`src/design/rtcdt_pkg.sv`:
```
`timescale 1ns / 1ps
`default_nettype none

package rtcdt_pkg;

  localparam logic [1:0] OP_IDLE = 2'd0;
  localparam logic [1:0] OP_SET  = 2'd1;
  localparam logic [1:0] OP_GET  = 2'd2;

  localparam logic [1:0] MODE_TICK = 2'd0;
  localparam logic [1:0] MODE_SET  = 2'd1;
  localparam logic [1:0] MODE_GET  = 2'd2;

  // Phase numbers within one register access.
  localparam logic [5:0] PH_ADDR_FIRST = 6'd1;
  localparam logic [5:0] PH_ADDR_LAST  = 6'd25;
  localparam logic [5:0] PH_DATA_FIRST = 6'd26;
  localparam logic [5:0] PH_RD_LAST    = 6'd49;
  localparam logic [5:0] PH_WR_LAST    = 6'd50;
  localparam logic [5:0] PH_END_GET    = 6'd50;
  localparam logic [5:0] PH_END_SET    = 6'd51;

  localparam logic [3:0] LAST_WR_REG = 4'd8;
  localparam logic [3:0] LAST_RD_REG = 4'd6;
  localparam logic [3:0] REG_WP      = 4'd0;
  localparam logic [3:0] REG_YEAR    = 4'd7;
  localparam logic [3:0] REG_TRICKLE = 4'd8;

  localparam logic [7:0]  WP_VALUE      = 8'h00;
  localparam logic [7:0]  TRICKLE_VALUE = 8'hA5;
  localparam logic [11:0] YEAR_BASE     = 12'd2000;
  localparam logic [12:0] YEAR_RECIP    = 13'd5243;   // 2^19 / 100, rounded up
  localparam logic [6:0]  YEAR_DIV      = 7'd100;

  typedef struct packed {
    logic [1:0]  mode;
    logic        io_in;
    logic [5:0]  set_sec;
    logic [5:0]  set_min;
    logic [4:0]  set_hour;
    logic [4:0]  set_day;
    logic [3:0]  set_month;
    logic [2:0]  set_dotw;
    logic [13:0] set_year;
  } in_item_t;

  typedef struct packed {
    logic [3:0]  pins;
    logic        busy_res;
    logic        read_valid;
    logic [7:0]  get_sec;
    logic [7:0]  get_min;
    logic [7:0]  get_hour;
    logic [7:0]  get_day;
    logic [7:0]  get_month;
    logic [7:0]  get_dotw;
    logic [11:0] get_year;
  } res_item_t;

  function automatic logic [7:0] wr_addr(input logic [3:0] idx);
    logic [7:0] a;
    a = 8'h00;
    case (idx)
      4'd0:    a = 8'h8E;
      4'd1:    a = 8'h80;
      4'd2:    a = 8'h82;
      4'd3:    a = 8'h84;
      4'd4:    a = 8'h86;
      4'd5:    a = 8'h88;
      4'd6:    a = 8'h8A;
      4'd7:    a = 8'h8C;
      4'd8:    a = 8'h90;
      default: a = 8'h00;
    endcase
    return a;
  endfunction

  function automatic logic [7:0] rd_addr(input logic [3:0] idx);
    logic [7:0] a;
    a = 8'h00;
    case (idx)
      4'd0:    a = 8'h81;
      4'd1:    a = 8'h83;
      4'd2:    a = 8'h85;
      4'd3:    a = 8'h87;
      4'd4:    a = 8'h89;
      4'd5:    a = 8'h8B;
      4'd6:    a = 8'h8D;
      default: a = 8'h00;
    endcase
    return a;
  endfunction

  // Tens by reciprocal multiplication, exact for every 7-bit value.
  function automatic logic [7:0] bin_to_bcd(input logic [6:0] v);
    logic [14:0] p;
    logic [3:0]  t;
    logic [6:0]  u;
    p = 15'(v) * 15'd205;
    t = p[14:11];
    u = v - 7'(t) * 7'd10;
    return {t, u[3:0]};
  endfunction

  function automatic logic [7:0] bcd_to_bin(input logic [7:0] b);
    return 8'({4'd0, b[7:4]}) * 8'd10 + 8'({4'd0, b[3:0]});
  endfunction

endpackage

`default_nettype wire

```
`src/design/rtcdt_if.sv`:
```
`timescale 1ns / 1ps
`default_nettype none

interface rtcdt_in_if;
  logic        valid;
  logic        ready;
  logic [1:0]  mode;
  logic        io_in;
  logic [5:0]  set_sec;
  logic [5:0]  set_min;
  logic [4:0]  set_hour;
  logic [4:0]  set_day;
  logic [3:0]  set_month;
  logic [2:0]  set_dotw;
  logic [13:0] set_year;

  modport source (output valid, mode, io_in, set_sec, set_min, set_hour, set_day,
                  set_month, set_dotw, set_year, input ready);
  modport sink (input valid, mode, io_in, set_sec, set_min, set_hour, set_day,
                set_month, set_dotw, set_year, output ready);
endinterface

interface rtcdt_out_if;
  logic        valid;
  logic        ready;
  logic [3:0]  pins;
  logic        busy_res;
  logic        read_valid;
  logic [7:0]  get_sec;
  logic [7:0]  get_min;
  logic [7:0]  get_hour;
  logic [7:0]  get_day;
  logic [7:0]  get_month;
  logic [7:0]  get_dotw;
  logic [11:0] get_year;

  modport source (output valid, pins, busy_res, read_valid, get_sec, get_min, get_hour,
                  get_day, get_month, get_dotw, get_year, input ready);
  modport sink (input valid, pins, busy_res, read_valid, get_sec, get_min, get_hour,
                get_day, get_month, get_dotw, get_year, output ready);
endinterface

`default_nettype wire

```
`src/design/rtcdt_seq.sv`:
```
`timescale 1ns / 1ps
`default_nettype none

module rtcdt_seq
  import rtcdt_pkg::*;
(
  input  wire        clk,
  input  wire        rst_n,
  input  wire        acc,
  input  in_item_t   item,
  output res_item_t  res
);

  logic [1:0] op_r, op_nxt;
  logic [3:0] idx_r, idx_nxt;
  logic [5:0] ph_r, ph_nxt;
  logic [1:0] sub_r, sub_nxt;
  logic [2:0] bit_r, bit_nxt;
  logic [7:0] shift_r, shift_nxt;
  logic [3:0] pins_r, pins_nxt;

  logic [7:0]  wv_r [6];
  logic [7:0]  rv_r [7];
  logic [13:0] year_r;
  logic [7:0]  yq_r;
  logic [7:0]  yb_r;
  logic [26:0] year_prod;
  logic [13:0] year_rem;

  logic       start, do_apply, wv_load, rv_we, done_get;
  logic [5:0] ph_last;
  logic [3:0] idx_last;
  logic [7:0] addr_byte, data_byte, tx_byte;
  logic [2:0] wv_sel;
  logic       tx_active, tx_release;

  assign year_prod = 27'(item.set_year) * 27'(YEAR_RECIP);
  assign year_rem  = year_r - 14'(yq_r) * 14'(YEAR_DIV);
  assign wv_sel    = idx_nxt[2:0] - 3'd1;

  always_comb begin
    addr_byte = (op_nxt == OP_SET) ? wr_addr(idx_nxt) : rd_addr(idx_nxt);
    case (idx_nxt)
      REG_WP:      data_byte = WP_VALUE;
      REG_YEAR:    data_byte = yb_r;
      REG_TRICKLE: data_byte = TRICKLE_VALUE;
      default:     data_byte = wv_r[wv_sel];
    endcase
  end

  always_comb begin
    op_nxt    = op_r;
    idx_nxt   = idx_r;
    ph_nxt    = ph_r;
    sub_nxt   = sub_r;
    bit_nxt   = bit_r;
    shift_nxt = shift_r;
    pins_nxt  = pins_r;
    start     = 1'b0;
    do_apply  = 1'b0;
    wv_load   = 1'b0;
    rv_we     = 1'b0;
    done_get  = 1'b0;
    tx_active  = 1'b0;
    tx_release = 1'b0;
    tx_byte    = addr_byte;
    ph_last   = (op_r == OP_SET) ? PH_END_SET : PH_END_GET;
    idx_last  = (op_r == OP_SET) ? LAST_WR_REG : LAST_RD_REG;

    if (acc) begin
      if (op_r == OP_IDLE) begin
        if (item.mode == MODE_SET) begin
          op_nxt  = OP_SET;
          wv_load = 1'b1;
          start   = 1'b1;
        end else if (item.mode == MODE_GET) begin
          op_nxt = OP_GET;
          start  = 1'b1;
        end
        if (start) begin
          idx_nxt  = 4'd0;
          ph_nxt   = 6'd0;
          do_apply = 1'b1;
        end
      end else if (item.mode == MODE_TICK) begin
        if (ph_r != ph_last) begin
          ph_nxt   = ph_r + 6'd1;
          do_apply = 1'b1;
        end else if (idx_r == idx_last) begin
          done_get = (op_r == OP_GET);
          op_nxt   = OP_IDLE;
          idx_nxt  = 4'd0;
          ph_nxt   = 6'd0;
        end else begin
          idx_nxt  = idx_r + 4'd1;
          ph_nxt   = 6'd0;
          do_apply = 1'b1;
        end
      end
    end

    if (do_apply) begin
      // Bit and sub-phase counters track (phase - first phase of the byte) / 3 and % 3.
      if (ph_nxt == PH_ADDR_FIRST || ph_nxt == PH_DATA_FIRST) begin
        sub_nxt = 2'd0;
        bit_nxt = 3'd0;
      end else if (sub_r == 2'd2) begin
        sub_nxt = 2'd0;
        bit_nxt = bit_r + 3'd1;
      end else begin
        sub_nxt = sub_r + 2'd1;
      end

      if (ph_nxt == 6'd0) begin
        pins_nxt[0] = 1'b1;
        if (op_nxt == OP_GET) shift_nxt = 8'd0;
      end else if (ph_nxt <= PH_ADDR_LAST) begin
        tx_active  = 1'b1;
        tx_release = (ph_nxt == PH_ADDR_LAST);
        tx_byte    = addr_byte;
      end else if (op_nxt == OP_SET) begin
        if (ph_nxt <= PH_WR_LAST) begin
          tx_active  = 1'b1;
          tx_release = (ph_nxt == PH_WR_LAST);
          tx_byte    = data_byte;
        end else begin
          pins_nxt[0] = 1'b0;
        end
      end else if (ph_nxt <= PH_RD_LAST) begin
        case (sub_nxt)
          2'd0:    shift_nxt[bit_nxt] = item.io_in;
          2'd1:    pins_nxt[1] = 1'b1;
          default: pins_nxt[1] = 1'b0;
        endcase
      end else begin
        pins_nxt[0] = 1'b0;
        rv_we       = 1'b1;
      end

      if (tx_active) begin
        if (tx_release) begin
          pins_nxt[3] = 1'b0;
          pins_nxt[1] = 1'b0;
        end else begin
          case (sub_nxt)
            2'd0: begin
              pins_nxt[3] = 1'b1;
              pins_nxt[1] = 1'b0;
            end
            2'd1:    pins_nxt[2] = tx_byte[bit_nxt];
            default: pins_nxt[1] = 1'b1;
          endcase
        end
      end
    end
  end

  always_comb begin
    res.pins       = pins_nxt;
    res.busy_res   = (op_nxt != OP_IDLE);
    res.read_valid = done_get;
    res.get_sec    = done_get ? bcd_to_bin(rv_r[0]) : 8'd0;
    res.get_min    = done_get ? bcd_to_bin(rv_r[1]) : 8'd0;
    res.get_hour   = done_get ? bcd_to_bin(rv_r[2]) : 8'd0;
    res.get_day    = done_get ? bcd_to_bin(rv_r[3]) : 8'd0;
    res.get_month  = done_get ? bcd_to_bin(rv_r[4]) : 8'd0;
    res.get_dotw   = done_get ? bcd_to_bin(rv_r[5]) : 8'd0;
    res.get_year   = done_get ? YEAR_BASE + 12'(bcd_to_bin(rv_r[6])) : 12'd0;
  end

  always_ff @(posedge clk) begin
    if (!rst_n) begin
      op_r    <= OP_IDLE;
      idx_r   <= 4'd0;
      ph_r    <= 6'd0;
      sub_r   <= 2'd0;
      bit_r   <= 3'd0;
      shift_r <= 8'd0;
      pins_r  <= 4'd0;
    end else begin
      op_r    <= op_nxt;
      idx_r   <= idx_nxt;
      ph_r    <= ph_nxt;
      sub_r   <= sub_nxt;
      bit_r   <= bit_nxt;
      shift_r <= shift_nxt;
      pins_r  <= pins_nxt;
    end
  end

  // The year byte is needed only many phases after the start, so its
  // remainder and BCD conversion sit behind the quotient register.
  always_ff @(posedge clk) begin
    yb_r <= bin_to_bcd(year_rem[6:0]);
    if (wv_load) begin
      wv_r[0] <= bin_to_bcd({1'b0, item.set_sec});
      wv_r[1] <= bin_to_bcd({1'b0, item.set_min});
      wv_r[2] <= bin_to_bcd({2'b0, item.set_hour});
      wv_r[3] <= bin_to_bcd({2'b0, item.set_day});
      wv_r[4] <= bin_to_bcd({3'b0, item.set_month});
      wv_r[5] <= bin_to_bcd({4'b0, item.set_dotw});
      year_r  <= item.set_year;
      yq_r    <= year_prod[26:19];
    end
    if (rv_we) begin
      rv_r[idx_nxt[2:0]] <= shift_nxt;
    end
  end

endmodule

`default_nettype wire

```
`src/design/rtcdt_outreg.sv`:
```
`timescale 1ns / 1ps
`default_nettype none

module rtcdt_outreg
  import rtcdt_pkg::*;
(
  input  wire          clk,
  input  wire          rst_n,
  input  wire          in_valid,
  output logic         in_ready,
  output logic         acc,
  input  res_item_t    res_in,
  rtcdt_out_if.source  out_ch
);

  logic      vld_r, vld_nxt;
  res_item_t res_r;

  // A new transaction is taken whenever the held result is empty or leaving.
  assign in_ready = !vld_r || out_ch.ready;
  assign acc      = in_valid && in_ready;

  always_comb begin
    vld_nxt = vld_r;
    if (acc) begin
      vld_nxt = 1'b1;
    end else if (out_ch.ready) begin
      vld_nxt = 1'b0;
    end
  end

  always_ff @(posedge clk) begin
    if (!rst_n) begin
      vld_r <= 1'b0;
    end else begin
      vld_r <= vld_nxt;
    end
  end

  always_ff @(posedge clk) begin
    if (acc) begin
      res_r <= res_in;
    end
  end

  assign out_ch.valid      = vld_r;
  assign out_ch.pins       = res_r.pins;
  assign out_ch.busy_res   = res_r.busy_res;
  assign out_ch.read_valid = res_r.read_valid;
  assign out_ch.get_sec    = res_r.get_sec;
  assign out_ch.get_min    = res_r.get_min;
  assign out_ch.get_hour   = res_r.get_hour;
  assign out_ch.get_day    = res_r.get_day;
  assign out_ch.get_month  = res_r.get_month;
  assign out_ch.get_dotw   = res_r.get_dotw;
  assign out_ch.get_year   = res_r.get_year;

endmodule

`default_nettype wire

```
`src/design/rtc_three_wire_datetime_master_top.sv`:
```
// Bit-level master for a three-wire real-time-clock link.
// Input channel in_ch: each transaction is one tick (mode 0) or a command
// (mode 1 set date and time, mode 2 get date and time) together with the
// sampled data pin level and the binary date fields. Commands are ignored
// while a sequence is running; a tick while idle changes nothing.
// Result channel out_ch: exactly one transaction per input transaction,
// carrying the pin levels after that tick (chip enable, serial clock, data
// out, drive enable), the busy flag and, on the tick that ends a get, the
// decoded date fields with read_valid set.
// Each accepted transaction's result is registered in the result register. One
// transaction is accepted every cycle; the only limit is the result
// register, and a new transaction is still taken in the cycle in which the
// held result is taken. If the receiver stalls, in_ch.ready drops and the
// held result stays put until it is taken.
// Reset leaves the sequencer idle with all pins low and the data line
// released; no result is pending.
`timescale 1ns / 1ps
`default_nettype none

module rtc_three_wire_datetime_master_top
  import rtcdt_pkg::*;
(
  input  wire         clk,
  input  wire         rst_n,
  rtcdt_in_if.sink    in_ch,
  rtcdt_out_if.source out_ch
);

  in_item_t  item;
  res_item_t res;
  logic      acc;
  logic      in_rdy;

  always_comb begin
    item.mode      = in_ch.mode;
    item.io_in     = in_ch.io_in;
    item.set_sec   = in_ch.set_sec;
    item.set_min   = in_ch.set_min;
    item.set_hour  = in_ch.set_hour;
    item.set_day   = in_ch.set_day;
    item.set_month = in_ch.set_month;
    item.set_dotw  = in_ch.set_dotw;
    item.set_year  = in_ch.set_year;
  end

  assign in_ch.ready = in_rdy;

  rtcdt_seq u_seq (
    .clk   (clk),
    .rst_n (rst_n),
    .acc   (acc),
    .item  (item),
    .res   (res)
  );

  rtcdt_outreg u_outreg (
    .clk      (clk),
    .rst_n    (rst_n),
    .in_valid (in_ch.valid),
    .in_ready (in_rdy),
    .acc      (acc),
    .res_in   (res),
    .out_ch   (out_ch)
  );

`ifndef ASSERT_OFF
  a_valid_not_busy : assert property (@(posedge clk) disable iff (!rst_n)
    out_ch.valid && out_ch.read_valid |-> !out_ch.busy_res)
    else $error("read_valid reported while still busy");

  a_stall_blocks_input : assert property (@(posedge clk) disable iff (!rst_n)
    out_ch.valid && !out_ch.ready |-> !in_ch.ready)
    else $error("input taken while result register is stalled");

  a_idle_pins_quiet : assert property (@(posedge clk) disable iff (!rst_n)
    out_ch.valid && !out_ch.busy_res |->
      (out_ch.pins[0] == 1'b0 && out_ch.pins[1] == 1'b0 && out_ch.pins[3] == 1'b0))
    else $error("link pins active while idle");

  a_read_valid_zero_fields : assert property (@(posedge clk) disable iff (!rst_n)
    out_ch.valid && !out_ch.read_valid |-> out_ch.get_year == 12'd0)
    else $error("date fields set without read_valid");
`endif

endmodule

`default_nettype wire
```
`src/flat_wrapper.sv`:
```
// flat-port wrapper written by rule: the top's interface ports become plain ports
module rtc_three_wire_datetime_master_top_flat import rtcdt_pkg::*;
  (clk, rst_n, in_ch_valid, in_ch_mode, in_ch_io_in, in_ch_set_sec, in_ch_set_min, in_ch_set_hour, in_ch_set_day, in_ch_set_month, in_ch_set_dotw, in_ch_set_year, in_ch_ready, out_ch_valid, out_ch_pins, out_ch_busy_res, out_ch_read_valid, out_ch_get_sec, out_ch_get_min, out_ch_get_hour, out_ch_get_day, out_ch_get_month, out_ch_get_dotw, out_ch_get_year, out_ch_ready);
  rtcdt_in_if in_ch_i ();
  rtcdt_out_if out_ch_i ();
  input  wire clk;
  input  wire rst_n;
  input wire logic [$bits(in_ch_i.valid)-1:0] in_ch_valid;
  input wire logic [$bits(in_ch_i.mode)-1:0] in_ch_mode;
  input wire logic [$bits(in_ch_i.io_in)-1:0] in_ch_io_in;
  input wire logic [$bits(in_ch_i.set_sec)-1:0] in_ch_set_sec;
  input wire logic [$bits(in_ch_i.set_min)-1:0] in_ch_set_min;
  input wire logic [$bits(in_ch_i.set_hour)-1:0] in_ch_set_hour;
  input wire logic [$bits(in_ch_i.set_day)-1:0] in_ch_set_day;
  input wire logic [$bits(in_ch_i.set_month)-1:0] in_ch_set_month;
  input wire logic [$bits(in_ch_i.set_dotw)-1:0] in_ch_set_dotw;
  input wire logic [$bits(in_ch_i.set_year)-1:0] in_ch_set_year;
  output wire logic [$bits(in_ch_i.ready)-1:0] in_ch_ready;
  output wire logic [$bits(out_ch_i.valid)-1:0] out_ch_valid;
  output wire logic [$bits(out_ch_i.pins)-1:0] out_ch_pins;
  output wire logic [$bits(out_ch_i.busy_res)-1:0] out_ch_busy_res;
  output wire logic [$bits(out_ch_i.read_valid)-1:0] out_ch_read_valid;
  output wire logic [$bits(out_ch_i.get_sec)-1:0] out_ch_get_sec;
  output wire logic [$bits(out_ch_i.get_min)-1:0] out_ch_get_min;
  output wire logic [$bits(out_ch_i.get_hour)-1:0] out_ch_get_hour;
  output wire logic [$bits(out_ch_i.get_day)-1:0] out_ch_get_day;
  output wire logic [$bits(out_ch_i.get_month)-1:0] out_ch_get_month;
  output wire logic [$bits(out_ch_i.get_dotw)-1:0] out_ch_get_dotw;
  output wire logic [$bits(out_ch_i.get_year)-1:0] out_ch_get_year;
  input wire logic [$bits(out_ch_i.ready)-1:0] out_ch_ready;
  assign in_ch_i.valid = in_ch_valid;
  assign in_ch_i.mode = in_ch_mode;
  assign in_ch_i.io_in = in_ch_io_in;
  assign in_ch_i.set_sec = in_ch_set_sec;
  assign in_ch_i.set_min = in_ch_set_min;
  assign in_ch_i.set_hour = in_ch_set_hour;
  assign in_ch_i.set_day = in_ch_set_day;
  assign in_ch_i.set_month = in_ch_set_month;
  assign in_ch_i.set_dotw = in_ch_set_dotw;
  assign in_ch_i.set_year = in_ch_set_year;
  assign in_ch_ready = in_ch_i.ready;
  assign out_ch_valid = out_ch_i.valid;
  assign out_ch_pins = out_ch_i.pins;
  assign out_ch_busy_res = out_ch_i.busy_res;
  assign out_ch_read_valid = out_ch_i.read_valid;
  assign out_ch_get_sec = out_ch_i.get_sec;
  assign out_ch_get_min = out_ch_i.get_min;
  assign out_ch_get_hour = out_ch_i.get_hour;
  assign out_ch_get_day = out_ch_i.get_day;
  assign out_ch_get_month = out_ch_i.get_month;
  assign out_ch_get_dotw = out_ch_i.get_dotw;
  assign out_ch_get_year = out_ch_i.get_year;
  assign out_ch_i.ready = out_ch_ready;
  rtc_three_wire_datetime_master_top u_core (.clk(clk), .rst_n(rst_n), .in_ch(in_ch_i), .out_ch(out_ch_i));
endmodule
```
`config.mk`:
```
export PLATFORM = sky130hd
export DESIGN_NAME = rtc_three_wire_datetime_master_top_flat
export DESIGN_NICKNAME = d
export VERILOG_FILES = /design/src/design/rtcdt_pkg.sv /design/src/design/rtcdt_if.sv /design/src/design/rtcdt_seq.sv /design/src/design/rtcdt_outreg.sv /design/src/design/rtc_three_wire_datetime_master_top.sv /design/src/flat_wrapper.sv
export SDC_FILE = /design/constraint.sdc
export NUM_CORES = 1
export LEC_CHECK = 0
export CORE_UTILIZATION = 50
export DETAILED_ROUTE_END_ITERATION = 8
export DONT_BUFFER_PORTS = 1
export GPL_ROUTABILITY_DRIVEN = 0
export PLACE_DENSITY = 0.61
export SYNTH_ARGS = -nofsm -noshare
export SYNTH_HDL_FRONTEND = slang
export SYNTH_SLANG_ARGS = --single-unit
export TNS_END_PERCENT = 1
```
`constraint.sdc`:
```
create_clock -name clk -period 7.67 [get_ports clk]
set_clock_uncertainty 0.2 [all_clocks]
set_input_delay 1.9175 -clock clk [delete_from_list [all_inputs] [get_ports clk]]
set_output_delay 1.9175 -clock clk [all_outputs]
set_load 0.05 [all_outputs]
```
==> flow_metrics.py <==
metrics = {
    "worst_hold_path": {
        "hold_start": "u_core.u_seq.bit_r[2]",
        "type_of_the_tightest_min_delay_check": "reg2reg",
    },
    "place": {
        "placement.io_buffers": 0,
        "place_hpwl_um": 27470,
        "place_inst": 2006,
        "placed_area_mm2": 0.01783,
    },
    "cts": {
        "cts-root-to-sink-buffers": 3,
        "ctsHoldBuffers": 0,
        "clock_sink_count": 205,
        "cts.htree.levels": 1,
        "cts.repair_timing.setup_buffer_count": 0,
        "cts_tree": "done",
        "postCtsResizedCells": 0,
        "numCtsBuffers": 24,
        "clk_pin_slew_worst_paths_ns": 0.06,
        "ctsRootBufferMaster": "clkbuf_16",
        "clock_insertion_delay_worst_skew_ns": 0.53,
    },
    "synth": {
        "syn_area_cell_um2": 11.00,
        "post_synth_most_frequent_cells": "ha_1, inv_1, edfxtp_1",
        "synth_compound_gate_area_share": 0.1041,
        "synth_fp_nets": 2031,
        "ys_warn_count": 0,
        "synth_top_area_frac": 0.2892,
        "synth_top_family_by_area": "adder cells",
        "yosysTopAreaCell": "edfxtp_1",
        "netlist_top_cells_area": "edfxtp_1, ha_1, fa_1",
        "synth.cell_area_mm2": 0.01734,
        "ys_types": 93,
        "asyncSetResetFlopFracSynth": 0,
        "synth_cells": 1576,
        "synthXorXnorAreaFrac": 0.04632,
        "total_of_flip_flops_plus_latches_after_synthesis": 205,
        "synthAdderAreaFrac": 0.3381,
        "synth_simple_gate_area_share": 0.09856,
        "post_synth_mux_area_share": 0.01905,
        "synth.most_common_cell": "ha_1",
        "synthFlopType": "edfxtp_1",
        "synth_enable_flop_cells": 167,
        "seq_area_frac_synth": 0.3331,
    },
    "floorplanning": {
        "start_util": 0.5120,
        "row_count": 67,
        "num_io_pins": 118,
        "fp.dieW_um": 188.2,
        "dieHeight_um": 188.2,
        "core_area_mm2": 0.03387,
        "design.die.area_mm2": 0.03543,
    },
    "drt": {
        "vias": 11103,
        "route.top_layer_used": "met4",
        "wl_met2_um": 16090,
        "met3_routed_length_um": 1860,
        "drc_errors": 0,
        "detail_route.wl_per_cell_um": 16.74,
        "met1Wirelength_um": 15730,
        "drt-vias-per-instance": 5.416,
        "drt_pass1_iterations": 5,
        "routed_wl_um": 34310,
        "postRouteAntennaNets": 0,
        "detail_route.iter0.violations": 625,
    },
    "timing": {
        "final_hold_viol_count": 0,
        "setup_viols_final": 0,
        "post-route-min-period_ns": 6.136,
        "grt_setup_unrepaired": "false",
        "maxSlewViolCount": 0,
        "worstMarginPinSlew_ns": 1.169,
        "min_period_over_period": 0.8000,
        "fmax_ghz": 0.1630,
        "slew-limit-headroom": 0.2145,
        "setup_tns_ns": 0,
    },
    "critical_path": {
        "critPathKind": "in2reg",
        "startpoint": "in_ch_mode[0]",
        "regToRegStartpoint": "u_core.u_seq.year_r[2]",
        "cp_data_required_time_ns": 7.60,
        "worst_setup_path_start_kind": "input port",
        "timing.critical_path.fanout_max": 11,
        "critical_path.endpoint_type": "register",
        "worst_ep_arrival_time_ns": 6.07,
    },
    "run_status": {
        "outcome": "finished clean",
    },
    "grt": {
        "grt_max_degree": 50,
        "total_congestion_overflow": 0,
        "grt_first_pass_wirelength_um": 57860,
        "antenna_violations_before_repair": 0,
        "vias_in_the_first_global_route": 11536,
        "track_usage": 0.2012,
    },
    "cells_and_area": {
        "synthToLayoutAreaGrowth_pct": 7.454,
        "insertedDiodeCount": 0,
        "drive_above_1_share": 0.05930,
        "fin_area_mm2": 0.01863,
        "fin_cells": 2050,
        "design.final.nets": 2039,
    },
    "pwr": {
        "design_power_uw": 5024,
        "static_power_due_to_leakage_uw": 0.008588,
        "peakVddDrop_mv": 0.3805,
        "power_density_mw_per_mm2": 269.6,
    },
    "run": {
        "maxCapViolations": 0,
    },
}
[worst paths after layout]
path                             end  slack, ns  cells after the start
max          u_core.u_seq.rv_r[6][7]       1.53                     11
min            u_core.u_seq.bit_r[2]       0.27                      2
min reg2reg    u_core.u_seq.bit_r[2]       0.27                      2
max reg2reg     u_core.u_seq.yb_r[3]       1.57                     26
[kinds of logic after synthesis]
family / Yosys count
fa+ha+maj: 405
mux: 26
simple gates: 325
xor+xnor: 90
compound gates: 250
flops: 205
buf+inv: 275
[power breakdown]
group	internal, uW	switching (uW)	total [uW]
registers	1330	92.0	1420
clock network	704	447	1150
logic	1150	1310	2460
total	3180	1850	5020
[routing by layer]
layer / vias to the layer above / track usage
met4: 0 / 0.05128
met2: 290 / 0.3371
met1: 5247 / 0.2723
met3: 52 / 0.03055
li1: 5514 / -
met5: - / 0
[metrics by stage]
| step | setup WS (ns) | hold WS [ns] | utilization |
|---|---|---|---|
| final | 1.534 | 0.2728 | 0.5502 |
| after global placement | 1.098 | 0.2613 | 0.5263 |
| after global routing | 1.241 | 0.3079 | 0.5502 |
| after floorplan | 0.5637 | 0.1979 | - |
| after detailed placement | 1.089 | 0.2652 | 0.5263 |
| after CTS | 1.511 | 0.2741 | 0.5502 |
[critical path, cell delays in order]
cell and delay, ns:
inv_1 0.06, ha_1 0.44, nand4_4 0.20, or3_1 0.41
a221oi_2 0.46, a32oi_1 0.23, nor2_2 0.23, nand2_1 0.12
a2111oi_0 0.75, nand2_1 0.30, nor3_1 0.95
[final cells by class]
type	instances	area, um^2
inverters	254	955.9
repair buffers	3	22.52
fillers	2968	15230
clock buffers	29	650.6
clock inverters	15	156.4
multi-input cells	1096	10510
well taps	448	560.5
flip-flops and latches	205	5776
[cells in the final DEF (no fill, tap or decap), types with 15 or more instances in the layout]
cell,n
a21o_1,41
a21oi_1,57
and2_1,31
clkbuf_16,25
dfxtp_1,38
edfxtp_1,167
fa_1,106
ha_1,299
inv_1,250
mux2i_1,18
nand2_1,67
nand3_1,17
nor2_1,87
nor2b_1,26
nor3_1,15
o21ai_0,32
xnor2_1,50
xor2_1,38
[registers in the layout (all words and copies together), names as in the netlist, 2 cells and up]
| name | flops |
|---|---|
| u_core.u_outreg.out_ch.get_sec | 8 |
| u_core.u_outreg.out_ch.get_year | 11 |
| u_core.u_outreg.out_ch.get_min | 8 |
| u_core.u_seq.pins_r | 4 |
| u_core.u_seq.yq_r | 5 |
| u_core.u_outreg.out_ch.get_hour | 8 |
| u_core.u_seq.ph_r | 6 |
| u_core.u_seq.rv_r | 56 |
| u_core.u_seq.bit_r | 3 |
| u_core.u_seq.sub_r | 2 |
| u_core.u_outreg.out_ch.get_month | 8 |
| u_core.u_seq.idx_r | 4 |
| u_core.u_outreg.out_ch.pins | 4 |
| u_core.u_seq.op_r | 2 |
| u_core.u_seq.yb_r | 8 |
| u_core.u_outreg.out_ch.get_day | 8 |
| u_core.u_outreg.out_ch.get_dotw | 8 |
| u_core.u_seq.year_r | 7 |
| u_core.u_seq.wv_r | 34 |
| u_core.u_seq.shift_r | 8 |
(Power assumes the default switching activity.)
